### config.mk
export PLATFORM = sky130hd
export DESIGN_NAME = sof_framed_command_parser_flat
export DESIGN_NICKNAME = d
export VERILOG_FILES = /design/src/hw/rtl/sfcp_pkg.sv /design/src/hw/rtl/sfcp_ifs.sv /design/src/hw/rtl/sfcp_in_reg.sv /design/src/hw/rtl/sfcp_parse_core.sv /design/src/hw/rtl/sfcp_out_reg.sv /design/src/hw/rtl/sof_framed_command_parser.sv /design/src/flat_wrapper.sv
export VERILOG_INCLUDE_DIRS = /design/src /design/src/hw/rtl
export SDC_FILE = /design/constraint.sdc
export NUM_CORES = 1
export LEC_CHECK = 0
export ABC_AREA = 0
export BUFFER_PORTS_ARGS = -buffer_cell sky130_fd_sc_hd__buf_2
export CAP_MARGIN = 0
export CORE_MARGIN = 2
export CORE_UTILIZATION = 41
export DETAILED_ROUTE_END_ITERATION = 6
export GPL_TIMING_DRIVEN = 0
export HOLD_SLACK_MARGIN = 0.1
export PLACE_DENSITY_LB_ADDON = 0.2
export SLEW_MARGIN = 20
export SYNTH_ARGS = -nofsm -noshare
export SYNTH_HDL_FRONTEND = slang
export SYNTH_SLANG_ARGS = --single-unit
### constraint.sdc
create_clock -name i_clk -period 5.52 [get_ports i_clk]
set_input_delay 0 -clock i_clk [delete_from_list [all_inputs] [get_ports i_clk]]
set_output_delay 0 -clock i_clk [all_outputs]
set_load 0.01 [all_outputs]
### src/hw/rtl/sof_framed_command_parser_assert.svh
// ----------------------------------------------------------------------------
// Assertion macros for the start-of-frame command parser
// Shorthand for the concurrent checks written at the end of the top level.
// ----------------------------------------------------------------------------
`ifndef SOF_FRAMED_COMMAND_PARSER_ASSERT_SVH
`define SOF_FRAMED_COMMAND_PARSER_ASSERT_SVH

// same-cycle implication, masked while reset is asserted
`define SFCP_ASSERT_IMP(label, clk, rst_n, ante, cons, msg) \
    label: assert property (@(posedge clk) disable iff (!(rst_n)) (ante) |-> (cons)) \
        else $error(msg);

// next-cycle implication, masked while reset is asserted
`define SFCP_ASSERT_NXT(label, clk, rst_n, ante, cons, msg) \
    label: assert property (@(posedge clk) disable iff (!(rst_n)) (ante) |=> (cons)) \
        else $error(msg);

`endif

### src/hw/rtl/sfcp_pkg.sv
// ----------------------------------------------------------------------------
// sfcp_pkg
// Types and constants shared by the start-of-frame command parser.
// ----------------------------------------------------------------------------
package sfcp_pkg;

    localparam int MAX_PAYLOAD_BYTES = 8;
    localparam int IDENT_BYTES       = 4;

    localparam int BYTE_W    = 8;
    localparam int IDENT_W   = 32;
    localparam int LEN_W     = 4;
    localparam int PAYLOAD_W = 64;

    localparam logic [BYTE_W-1:0] START_BYTE_RESET = 8'hAA;

    // frame phase, one-hot
    typedef enum logic [4:0] {
        PH_SOF  = 5'b00001,
        PH_CMD  = 5'b00010,
        PH_ID   = 5'b00100,
        PH_LEN  = 5'b01000,
        PH_DATA = 5'b10000
    } t_phase;

    typedef struct packed {
        logic [BYTE_W-1:0]    frame_cmd;
        logic [IDENT_W-1:0]   frame_ident;
        logic [LEN_W-1:0]     frame_len;
        logic [PAYLOAD_W-1:0] frame_payload;
    } t_frame;

    // registered input word as seen by the parse core
    typedef struct packed {
        logic              valid;
        logic [BYTE_W-1:0] rx_byte;
    } t_in_word;

    // result handed from the parse core to the output register
    typedef struct packed {
        logic   valid;
        t_frame frame;
    } t_result;

endpackage

### src/hw/rtl/sfcp_ifs.sv
// ----------------------------------------------------------------------------
// sfcp channel interfaces
// Valid/ready channels for received bytes, parsed frames and configuration.
// ----------------------------------------------------------------------------
interface sfcp_byte_if;
    logic                      valid;
    logic                      ready;
    logic [sfcp_pkg::BYTE_W-1:0] rx_byte;

    modport source (output valid, output rx_byte, input ready);
    modport sink   (input valid, input rx_byte, output ready);
endinterface

interface sfcp_frame_if;
    logic                          valid;
    logic                          ready;
    logic [sfcp_pkg::BYTE_W-1:0]    frame_cmd;
    logic [sfcp_pkg::IDENT_W-1:0]   frame_ident;
    logic [sfcp_pkg::LEN_W-1:0]     frame_len;
    logic [sfcp_pkg::PAYLOAD_W-1:0] frame_payload;

    modport source (output valid, output frame_cmd, output frame_ident,
                    output frame_len, output frame_payload, input ready);
    modport sink   (input valid, input frame_cmd, input frame_ident,
                    input frame_len, input frame_payload, output ready);
endinterface

interface sfcp_cfg_if;
    logic                        valid;
    logic                        ready;
    logic [sfcp_pkg::BYTE_W-1:0] start_byte;

    modport source (output valid, output start_byte, input ready);
    modport sink   (input valid, input start_byte, output ready);
endinterface

### src/hw/rtl/sfcp_in_reg.sv
// ----------------------------------------------------------------------------
// sfcp_in_reg
// Input register: captures one received byte and holds it until parsed.
// ----------------------------------------------------------------------------
module sfcp_in_reg (
    input  logic               i_clk,
    input  logic               i_rst_n,
    sfcp_byte_if.sink          i_rx,
    input  logic               i_fire,
    output sfcp_pkg::t_in_word o_word
);
    import sfcp_pkg::*;

    logic              r_valid;
    logic [BYTE_W-1:0] r_byte;
    logic              w_load;

    assign i_rx.ready = !r_valid || i_fire;
    assign w_load     = i_rx.valid && i_rx.ready;

    always_ff @(posedge i_clk) begin
        if (!i_rst_n) begin
            r_valid <= 1'b0;
        end else if (w_load) begin
            r_valid <= 1'b1;
        end else if (i_fire) begin
            r_valid <= 1'b0;
        end
    end

    always_ff @(posedge i_clk) begin
        if (w_load) begin
            r_byte <= i_rx.rx_byte;
        end
    end

    assign o_word.valid   = r_valid;
    assign o_word.rx_byte = r_byte;

endmodule

### src/hw/rtl/sfcp_parse_core.sv
// ----------------------------------------------------------------------------
// sfcp_parse_core
// Frame state machine: updates phase and holds for one byte per cycle; a frame-ending byte waits for output space.
// ----------------------------------------------------------------------------
module sfcp_parse_core (
    input  logic               i_clk,
    input  logic               i_rst_n,
    sfcp_cfg_if.sink           i_cfg,
    input  sfcp_pkg::t_in_word i_word,
    input  logic               i_out_space,
    output logic               o_fire,
    output sfcp_pkg::t_result  o_res
);
    import sfcp_pkg::*;

    logic [BYTE_W-1:0]    r_start_byte;
    t_phase               r_phase,     n_phase;
    logic [BYTE_W-1:0]    r_cmd,       n_cmd;
    logic [IDENT_W-1:0]   r_ident,     n_ident;
    logic [2:0]           r_ident_cnt, n_ident_cnt;
    logic [LEN_W-1:0]     r_len,       n_len;
    logic [LEN_W-1:0]     r_data_idx,  n_data_idx;
    logic [PAYLOAD_W-1:0] r_payload,   n_payload;

    logic              w_is_start;
    logic [BYTE_W-1:0] w_b;
    t_result           w_res;

    assign i_cfg.ready = 1'b1;
    assign w_b         = i_word.rx_byte;
    assign w_is_start  = (w_b == r_start_byte);

    always_comb begin
        n_phase     = r_phase;
        n_cmd       = r_cmd;
        n_ident     = r_ident;
        n_ident_cnt = r_ident_cnt;
        n_len       = r_len;
        n_data_idx  = r_data_idx;
        n_payload   = r_payload;
        w_res       = '0;

        if (w_is_start) begin
            // restart the frame from any phase
            n_phase     = PH_CMD;
            n_cmd       = '0;
            n_ident     = '0;
            n_ident_cnt = '0;
            n_len       = '0;
            n_data_idx  = '0;
            n_payload   = '0;
        end else begin
            case (r_phase)
                PH_CMD: begin
                    n_cmd   = w_b;
                    n_phase = PH_ID;
                end
                PH_ID: begin
                    for (int k = 0; k < IDENT_BYTES; k++) begin
                        if (r_ident_cnt[1:0] == 2'(k)) begin
                            n_ident[8*k +: 8] = r_ident[8*k +: 8] | w_b;
                        end
                    end
                    n_ident_cnt = r_ident_cnt + 3'd1;
                    if (n_ident_cnt >= 3'(IDENT_BYTES)) begin
                        n_phase = PH_LEN;
                    end
                end
                PH_LEN: begin
                    if (w_b > BYTE_W'(MAX_PAYLOAD_BYTES)) begin
                        // drop the frame, keep holds
                        n_phase = PH_SOF;
                    end else begin
                        n_len      = w_b[LEN_W-1:0];
                        n_data_idx = '0;
                        if (w_b[LEN_W-1:0] != '0) begin
                            n_phase = PH_DATA;
                        end else begin
                            n_phase                   = PH_SOF;
                            w_res.valid               = 1'b1;
                            w_res.frame.frame_cmd     = r_cmd;
                            w_res.frame.frame_ident   = r_ident;
                            w_res.frame.frame_len     = w_b[LEN_W-1:0];
                            w_res.frame.frame_payload = r_payload;
                        end
                    end
                end
                PH_DATA: begin
                    for (int k = 0; k < MAX_PAYLOAD_BYTES; k++) begin
                        if (r_data_idx[2:0] == 3'(k)) begin
                            n_payload[8*k +: 8] = r_payload[8*k +: 8] | w_b;
                        end
                    end
                    n_data_idx = r_data_idx + 4'd1;
                    if (n_data_idx >= r_len) begin
                        n_phase                   = PH_SOF;
                        w_res.valid               = 1'b1;
                        w_res.frame.frame_cmd     = r_cmd;
                        w_res.frame.frame_ident   = r_ident;
                        w_res.frame.frame_len     = r_len;
                        w_res.frame.frame_payload = n_payload;
                    end
                end
                default: begin
                    n_phase = PH_SOF;
                end
            endcase
        end

        w_res.valid = w_res.valid && i_word.valid;
    end

    // a word that yields no frame never waits on the output side
    assign o_fire = i_word.valid && (!w_res.valid || i_out_space);
    assign o_res  = w_res;

    always_ff @(posedge i_clk) begin
        if (!i_rst_n) begin
            r_start_byte <= START_BYTE_RESET;
        end else if (i_cfg.valid) begin
            r_start_byte <= i_cfg.start_byte;
        end
    end

    always_ff @(posedge i_clk) begin
        if (!i_rst_n) begin
            r_phase     <= PH_SOF;
            r_cmd       <= '0;
            r_ident     <= '0;
            r_ident_cnt <= '0;
            r_len       <= '0;
            r_data_idx  <= '0;
            r_payload   <= '0;
        end else if (o_fire) begin
            r_phase     <= n_phase;
            r_cmd       <= n_cmd;
            r_ident     <= n_ident;
            r_ident_cnt <= n_ident_cnt;
            r_len       <= n_len;
            r_data_idx  <= n_data_idx;
            r_payload   <= n_payload;
        end
    end

endmodule

### src/hw/rtl/sfcp_out_reg.sv
// ----------------------------------------------------------------------------
// sfcp_out_reg
// Output register: holds one parsed frame until the sink takes it.
// ----------------------------------------------------------------------------
module sfcp_out_reg (
    input  logic              i_clk,
    input  logic              i_rst_n,
    input  sfcp_pkg::t_result i_res,
    input  logic              i_fire,
    output logic              o_space,
    sfcp_frame_if.source      o_frame
);
    import sfcp_pkg::*;

    logic   r_valid;
    t_frame r_frame;
    logic   w_load;

    assign o_space = !r_valid || o_frame.ready;
    assign w_load  = i_fire && i_res.valid;

    always_ff @(posedge i_clk) begin
        if (!i_rst_n) begin
            r_valid <= 1'b0;
        end else if (w_load) begin
            r_valid <= 1'b1;
        end else if (o_frame.ready) begin
            r_valid <= 1'b0;
        end
    end

    always_ff @(posedge i_clk) begin
        if (w_load) begin
            r_frame <= i_res.frame;
        end
    end

    assign o_frame.valid         = r_valid;
    assign o_frame.frame_cmd     = r_frame.frame_cmd;
    assign o_frame.frame_ident   = r_frame.frame_ident;
    assign o_frame.frame_len     = r_frame.frame_len;
    assign o_frame.frame_payload = r_frame.frame_payload;

endmodule

### src/hw/rtl/sof_framed_command_parser.sv
// ----------------------------------------------------------------------------
// sof_framed_command_parser
// Parses start-byte framed commands from a byte stream into frame words.
//
//   channel   dir   word
//   i_rx      in    rx_byte
//   o_frame   out   frame_cmd, frame_ident, frame_len, frame_payload
//   i_cfg     in    start_byte (always ready)
//
// One byte per cycle; a byte is parsed from the input register and its frame
// word is loaded into the output register at the edge on which the byte is consumed.
// Bytes that complete no frame never wait on o_frame; a byte that completes
// a frame waits in the input register only while o_frame holds a frame that
// is not taken. Reset returns to waiting for a start byte, start byte 0xAA.
// ----------------------------------------------------------------------------
`include "sof_framed_command_parser_assert.svh"

module sof_framed_command_parser (
    input  logic          i_clk,
    input  logic          i_rst_n,
    sfcp_byte_if.sink     i_rx,
    sfcp_cfg_if.sink      i_cfg,
    sfcp_frame_if.source  o_frame
);
    import sfcp_pkg::*;

    t_in_word w_word;
    t_result  w_res;
    logic     w_fire;
    logic     w_out_space;

    sfcp_in_reg u_in_reg (
        .i_clk   (i_clk),
        .i_rst_n (i_rst_n),
        .i_rx    (i_rx),
        .i_fire  (w_fire),
        .o_word  (w_word)
    );

    sfcp_parse_core u_core (
        .i_clk       (i_clk),
        .i_rst_n     (i_rst_n),
        .i_cfg       (i_cfg),
        .i_word      (w_word),
        .i_out_space (w_out_space),
        .o_fire      (w_fire),
        .o_res       (w_res)
    );

    sfcp_out_reg u_out_reg (
        .i_clk   (i_clk),
        .i_rst_n (i_rst_n),
        .i_res   (w_res),
        .i_fire  (w_fire),
        .o_space (w_out_space),
        .o_frame (o_frame)
    );

    `SFCP_ASSERT_IMP(a_no_overwrite, i_clk, i_rst_n, w_fire && w_res.valid, w_out_space,
        "frame committed while output register is full")
    `SFCP_ASSERT_NXT(a_in_hold, i_clk, i_rst_n, w_word.valid && !w_fire,
        w_word.valid && $stable(w_word.rx_byte), "pending input word lost")
    `SFCP_ASSERT_IMP(a_len_range, i_clk, i_rst_n, w_res.valid,
        w_res.frame.frame_len <= LEN_W'(MAX_PAYLOAD_BYTES), "frame length out of range")

endmodule
### src/flat_wrapper.sv
// flat-port wrapper written by rule: the top's interface ports become plain ports
module sof_framed_command_parser_flat import sfcp_pkg::*;
  (i_clk, i_rst_n, i_rx_valid, i_rx_rx_byte, i_rx_ready, i_cfg_valid, i_cfg_start_byte, i_cfg_ready, o_frame_valid, o_frame_frame_cmd, o_frame_frame_ident, o_frame_frame_len, o_frame_frame_payload, o_frame_ready);
  sfcp_byte_if i_rx_i ();
  sfcp_cfg_if i_cfg_i ();
  sfcp_frame_if o_frame_i ();
  input  logic i_clk;
  input  logic i_rst_n;
  input wire logic [$bits(i_rx_i.valid)-1:0] i_rx_valid;
  input wire logic [$bits(i_rx_i.rx_byte)-1:0] i_rx_rx_byte;
  output wire logic [$bits(i_rx_i.ready)-1:0] i_rx_ready;
  input wire logic [$bits(i_cfg_i.valid)-1:0] i_cfg_valid;
  input wire logic [$bits(i_cfg_i.start_byte)-1:0] i_cfg_start_byte;
  output wire logic [$bits(i_cfg_i.ready)-1:0] i_cfg_ready;
  output wire logic [$bits(o_frame_i.valid)-1:0] o_frame_valid;
  output wire logic [$bits(o_frame_i.frame_cmd)-1:0] o_frame_frame_cmd;
  output wire logic [$bits(o_frame_i.frame_ident)-1:0] o_frame_frame_ident;
  output wire logic [$bits(o_frame_i.frame_len)-1:0] o_frame_frame_len;
  output wire logic [$bits(o_frame_i.frame_payload)-1:0] o_frame_frame_payload;
  input wire logic [$bits(o_frame_i.ready)-1:0] o_frame_ready;
  assign i_rx_i.valid = i_rx_valid;
  assign i_rx_i.rx_byte = i_rx_rx_byte;
  assign i_rx_ready = i_rx_i.ready;
  assign i_cfg_i.valid = i_cfg_valid;
  assign i_cfg_i.start_byte = i_cfg_start_byte;
  assign i_cfg_ready = i_cfg_i.ready;
  assign o_frame_valid = o_frame_i.valid;
  assign o_frame_frame_cmd = o_frame_i.frame_cmd;
  assign o_frame_frame_ident = o_frame_i.frame_ident;
  assign o_frame_frame_len = o_frame_i.frame_len;
  assign o_frame_frame_payload = o_frame_i.frame_payload;
  assign o_frame_i.ready = o_frame_ready;
  sof_framed_command_parser u_core (.i_clk(i_clk), .i_rst_n(i_rst_n), .i_rx(i_rx_i), .i_cfg(i_cfg_i), .o_frame(o_frame_i));
endmodule
# Yosys cells after proc, flatten, opt, wreduce, memory -nomap -nowiden
# Index checks and enable logic that the tools add are counted.
[word_totals]
ff_bits = 246
output_inout_bits = 111
[op_classes]
order_cmp = 3
eq_ne = 19
n_mux = 41
n_bitwise = 12
add_sub_neg = 2
n_reduce_logical = 34
[ops]
columns = ["op", "count"]
rows = [
  ["two-way mux 109 bit", 4],
  ["one-hot mux 109 bit (2 select lines)", 1],
  ["two-way mux 64 bit", 2],
  ["two-way mux 8 bit", 14],
  ["OR 8 bit", 12],
  ["two-way mux 32 bit", 2],
  ["two-way mux 5 bit", 5],
  ["AND reduction 3 bit", 7],
  ["two-way mux 4 bit", 5],
  ["one-hot mux 5 bit (4 select lines)", 1],
  ["nonzero test 2 bit", 10],
  ["equality test 3 bit (second input constant)", 4],
  ["!= test 3 bit (second input constant)", 3],
  ["equality test 8 bit", 1],
  ["> comparator 8 x 4 -> 1 bit (second input constant)", 1],
  ["one-hot mux 4 bit (2 select lines)", 1],
  ["equality test 3 x 2 -> 1 bit (second input constant)", 2],
  ["two-way mux 3 bit", 2],
  ["AND reduction 2 bit", 3],
  ["equality test 5 x 2 -> 1 bit (second input constant)", 1],
  ["equality test 5 x 3 -> 1 bit (second input constant)", 1],
  ["equality test 5 x 4 -> 1 bit (second input constant)", 1],
  ["equality test 5 bit (second input constant)", 1],
  ["adder 4 x 1 -> 4 bit (second input constant)", 1],
  ["15 further kinds", 26],
]

# Longest topological paths before layout
[depth]
ltp_word = 12
mapped_depth = 13
mapped_depth_nobuf = 10

# By module
# From an unflattened synthesis, not the netlist that was laid out.
[hier_totals]
hier_cells = 876
hier_area_um2 = 9410.3
[by_module_without_submodules]
columns = ["mod", "cells_per_inst", "instances", "area_per_inst_um2"]
rows = [
  ["sfcp_parse_core", 749, 1, 5809.3],
  ["sfcp_out_reg", 113, 1, 3295.7],
  ["sfcp_in_reg", 14, 1, 305.3],
]

# Worst setup path after synthesis
# Ideal clock, no wire load.
[synth_path]
path_type = "reg2reg"
start = "register u_core.u_core.r_data_idx[2]"
end = "register u_core.u_out_reg.r_frame, in the netlist u_core.u_out_reg.o_frame.frame_cmd[0] (enable)"
path_buffers = 1
period_less_slack_ps = 4966
required_time_ps = 5040
path_stages_with_launch = 11
slack_ps = 554
t_arrival_ps = 4486
cell_sequence = "dfxtp_1 -> inv_1 -> clkbuf_1 -> ha_1 -> inv_1 -> ha_1 -> o21ai_0 -> nand2b_1 -> nand3_2 -> a21oi_2 -> and3_1"
[synth_via]
elab_chain_len = 10
[synth_rtl]
columns = ["item", "line", "text"]
rows = [
  ["start: declaration", "sfcp_parse_core.sv:22", "logic [LEN_W-1:0] r_data_idx, n_data_idx;"],
  ["start signal: assignment", "sfcp_parse_core.sv:140", "r_data_idx <= n_data_idx;"],
  ["adder 4 x 1 -> 4 bit *", "sfcp_parse_core.sv:94", "n_data_idx = r_data_idx + 4'd1;"],
  ["greater-or-equal comparator 4 bit *", "sfcp_parse_core.sv:95", "if (n_data_idx >= r_len) begin"],
  ["two-way mux 109 bit *", "sfcp_parse_core.sv:95", ""],
  ["one-hot mux 109 bit (2 select lines) *", "sfcp_parse_core.sv:53", "case (r_phase)"],
  ["two-way mux 109 bit *", "sfcp_parse_core.sv:43", "if (w_is_start) begin"],
  ["logical AND 1 bit *", "sfcp_parse_core.sv:110", "w_res.valid = w_res.valid && i_word.valid;"],
  ["logical NOT 1 bit", "sfcp_parse_core.sv:114", "assign o_fire = i_word.valid && (!w_res.valid || i_out_space);"],
  ["logical OR 1 bit", "sfcp_parse_core.sv:114", ""],
  ["logical AND 1 bit", "sfcp_parse_core.sv:114", ""],
  ["logical AND 1 bit *", "sfcp_out_reg.sv:20", "assign w_load = i_fire && i_res.valid;"],
  ["via u_core.u_out_reg.w_load", "sfcp_out_reg.sv:17", "logic w_load;"],
  ["end signal: assignment", "sfcp_out_reg.sv:34", "r_frame <= i_res.frame;"],
  ["end: declaration", "sfcp_out_reg.sv:16", "t_frame r_frame;"],
]
# The timed path passes the listed nets; every way through them passes the cells marked *.
# A chain may end at the register's enable or synchronous reset.

# Final worst setup path
[layout_path]
start = "register u_core.u_core.r_data_idx[2]"
end = "register u_core.u_out_reg.r_frame, in the netlist u_core.u_out_reg.o_frame.frame_payload[28] (enable)"
# Same word-level chain as after synthesis.

==> metrics.md <==
| Metric | Value |
|---|---|
| Residual DRC | 0 |
| Capturing element type of the critical path | register |
| Main flop type after synthesis | dfxtp_1 |
| Top Ports | 132 |
| Number of buffers inserted to repair setup after CTS | 0 |
| Final period demand of the worst path | 3.86 ns |
| Share of total power in the clock network | 0.441 |
| Pin slew with the least headroom to its limit | 0.915 ns |
| Peak supply drop | 0.000189 V |
| Total core area | 24500 sq um |
| Slowest cell on crit path | and3_4 |
| Multi-input gate area | 3710 sq um |
| Largest incremental delay on the critical path | 0.54 ns |
| Ordered cell list for the critical path | inv_1 > clkbuf_1 > ha_1 > inv_1 > ha_1 > nor3_1 > o21ai_0 > nand3_2 > a21oi_2 > and3_4 > buf_12 > buf_16 |
| Upper clock frequency limit | 259 MHz |
| Required time worst endpoint | 5.73 ns |
| Relative max-transition margin | 0.390 |
| Post-route cell area | 12400 sq um |
| Post-synth ARST share | 0 |
| Total routing resource utilization after global routing | 0.208 |
| Power density over the cells | 296 nW/um^2 |
| Synth warn | 0 |
| Initial core utilization | 0.419 |
| Largest net degree at the start of global routing | 50 |
| Final core area utilization | 0.508 |
| X dimension of the die | between 150 and 200 microns |
| Net total in the final layout | between 1000 and 1500 |
| Worst r2r path cells | 12 |
| Number of buffers inserted during clock tree synthesis | 26 |
| Sw Pwr | 0.000807 W |
| Worst reg2reg setup slack | 1.66 ns |
| Clock transition at the registers of the reported paths | 0.06 ns |
| Vias in the first global route | 7589 |
| Number of filler cells placed in the layout | 2252 |
| CTS tree | yes |
| Sequential fraction of the synthesis area | 0.594 |
| Routed length per placed instance | 18.7 microns |
| Final hold slack | between 0.15 and 0.2 ns |
| Netlist area before placement | 10200 sq um |
| Pleak | ~4.8 nW |
| Worst min-delay path startpoint | i_rx_rx_byte[1] |
| HPWL after DPL | 18400 microns |
| Total via count in the routed design | 7746 |
| Number of different library cells in the post-synthesis netlist | 56 |
| Diodes inserted | 0 |
| Crit path DAT | 4.06 ns |
| Number of antenna violations at the first check in global routing | 0 |
| Final hold viol count | 0 |
| Gpl congestion | 0.923 |
| Critical path buffer and inverter count | 5 |
| Worst-skew pair later-pin latency | 0.53 ns |
| Number of cell rows | 57 |
| Syn Nets | 972 |
| Cell class contributing the biggest share of worst-path delay | buffers and inverters |
| Total detailed-routing wirelength | 27400 microns |
| Pins Over Slew Limit | 0 |
| GRT overflow | 0 |
| Switching share of total power | 0.219 |
| Number of cells on the worst hold path | 2 |
| Setup repair after global routing missed its margin | no |
| Number of instances in the synthesized netlist | 937 |
| Setup skew after layout | 0.00858 ns |
| Number of synthesized flops with an enable pin | 116 |
| Final number of setup-violating endpoints | 0 |
| Sequential cell area | 6090 sq um |
| Count of routing violations after the opening detailed-route iteration | 507 |
| Pre-Repair DR Iteration Count | 5 |
| Sequential fraction of design power | 0.520 |
| Internal power | 0.00288 W |
| Worst reg2reg startpoint | u_core.u_core.r_data_idx[2] |
| End point of the most critical hold path | u_core.u_in_reg.r_byte[1] |
| Endpoint of the worst-slack reg-to-reg timing path | u_core.u_out_reg.o_frame.frame_payload[28] |
| Root buffer cell | clkbuf_16 |
| Crit-path max FO | ~50 |
| Flop and latch count out of synthesis | 246 |
| Synthesized area divided by synthesized cell count | around 11 sq um |
| Share of power burned in combinational logic | 0.039 |
| Maximum capacitance violations | 0 |
| Area of placed instances | 11400 sq um |
| Cells resized by post-CTS repair | 0 |
| Run status | finished clean |
| DR vias/cell | 5.27 |
| # clock sinks | 246 |
| Share of cells above drive strength 1 | 0.199 |
| Kind of path behind the tightest hold check | in2reg |
| Area enclosed by the die boundary | 26300 sq um |
| Wire length of the first global-routing pass | roughly 42000 microns |
| Remaining antenna violation count after routing | 0 |
| Vertical die dimension | 162 microns |
| Port Buffer Count | around 130 |
| Largest buffer count on any clock path | 3 |
| Layout overhead on the synthesized area | 21.3% |
| Critical Path Source Type | register |
| Level count of the clock H-tree | 1 |
| Post-route fraction of the period consumed by the critical path | 0.698 |
| CTS Hold Buffers Added | 29 |
| Critical path start-end classification | reg2reg |
-- synth_stat cells, types with 10 or more instances --
| cell type | instances | area [sq um] |
|---|---|---|
| dfxtp_1 | 130 | 2600 |
| edfxtp_1 | 116 | 3480 |
| nor2_1 | 100 | 375 |
| nand2_1 | 80 | 300 |
| and2_1 | 59 | 369 |
| a22oi_1 | 48 | 360 |
| clkbuf_1 | 45 | 169 |
| a21oi_1 | 41 | 205 |
| nor2b_1 | 33 | 206 |
| a32oi_1 | 30 | 263 |
| nand4_1 | 25 | 156 |
| buf_2 | 24 | 120 |
| a21boi_0 | 18 | 135 |
| inv_1 | 15 | 56.3 |
| ha_1 | 14 | 175 |
| nor3_1 | 14 | 70.1 |
| a22o_1 | 12 | 105 |
| a21boi_1 | 10 | 75.1 |
| o21ai_1 | 10 | 50.1 |
| o2bb2ai_1 | 10 | 87.6 |
-- cells in the final DEF, fill, tap and decap left out, types with 5 or more instances in the layout --
cell type and instances:
o21ai_0 5, a211oi_1 8, buf_4 6, edfxtp_1 116
clkbuf_16 27, a21boi_1 10, nor2_1 100, a32oi_1 30
clkbuf_1 53, ha_1 14, inv_1 15, dlygate4sd3_1 29
nand2_1 80, buf_6 5, a21boi_0 18, xnor2_1 7
o2bb2ai_1 10, o21ai_1 10, and3_1 5, dfxtp_1 130
nand3_1 7, mux2i_1 8, nor2b_1 33, clkinv_2 5
a21oi_1 41, a22oi_1 48, a22o_1 12, nand4_1 25
nor3_1 14, buf_2 153, and2_1 59
-- power groups by stage --
stage	Sequential (W)	Combinational, W	Clock [W]
after global placement	0.00195	0.000124	0
final	0.00192	0.000144	0.00163
after floorplan	0.00195	0.0000734	0
after detailed placement	0.00195	0.000125	0
after CTS	0.00191	0.000143	0.00165
after global routing	0.00192	0.000153	0.00173
-- cell type report --
type	count	area share
flip-flops and latches	246	0.490
multi-input cells	593	0.298
repair buffers	160	0.0791
clock buffers	37	0.0590
well taps	324	0.0326
plain buffers	83	0.0325
inverters	15	0.00453
clock inverters	11	0.00443
-- cells by family (layout without fill, tap and decap cells) --
logic type	Yosys count	in the layout	share of synthesized area
and+or+nand+nor	349	349	0.177
DFF	246	246	0.594
AOI/OAI and AO/OA	210	210	0.148
buffers and inverters	98	306	0.0449
adders and majority gates	14	14	0.0171
xor gates and xnor gates	11	11	0.0109
muxes	8	8	0.00781
other	1	1	0.000366
-- sequential cells by signal (all words and copies together), names as in the netlist, 5 cells and up --
signal,flops
u_core.u_core.r_payload,64
u_core.u_out_reg.o_frame.frame_payload,64
u_core.u_core.r_ident,32
u_core.u_out_reg.o_frame.frame_ident,32
u_core.u_core.r_cmd,8
u_core.u_core.r_start_byte,8
u_core.u_in_reg.r_byte,8
u_core.u_out_reg.o_frame.frame_cmd,8
u_core.u_core.r_phase,5
-- how the worst max path moves through the flow --
| stage | from | end | slack (ns) | cells past startpoint |
|---|---|---|---|---|
| 6_report | u_core.u_core.r_data_idx[2] | u_core.u_out_reg.o_frame.frame_payload[28] | 1.66 | 12 |
| 5_1_grt | u_core.u_core.r_data_idx[2] | u_core.u_out_reg.o_frame.frame_payload[61] | 1.41 | 12 |
| 4_1_cts | u_core.u_core.r_data_idx[2] | u_core.u_out_reg.o_frame.frame_payload[61] | 1.68 | 12 |
| 3_5_place_dp | u_core.u_core.r_data_idx[2] | u_core.u_out_reg.o_frame.frame_payload[26] | 1.69 | 12 |
| 3_3_place_gp | u_core.u_core.r_data_idx[2] | u_core.u_out_reg.o_frame.frame_payload[26] | -1.12 | 10 |
| 2_1_floorplan | u_core.u_core.r_data_idx[2] | u_core.u_out_reg.o_frame.frame_cmd[0] | 0.55 | 10 |
-- layer usage --
metal | global-route usage | share of wire
met1 | 0.303 | 0.47
met2 | 0.325 | 0.45
met3 | 0.0266 | 0.061
met4 | 0.0636 | 0.022
met5 | 0 | 0
-- metrics by stage --
| step | std cells | setup WS [ns] | power [W] | setup TNS, ns |
|---|---|---|---|---|
| CTS | 1469 | 1.68 | 0.00371 | 0 |
| finish | 1469 | 1.66 | 0.00369 | 0 |
| floorplan | 937 | 0.554 | 0.00202 | 0 |
| detailed placement | 1392 | 1.69 | 0.00208 | 0 |
| global placement | 1390 | -1.12 | 0.00208 | -119.84 |
| global route | 1469 | 1.41 | 0.00380 | 0 |
Note: power is estimated with default switching activity, not from simulation.
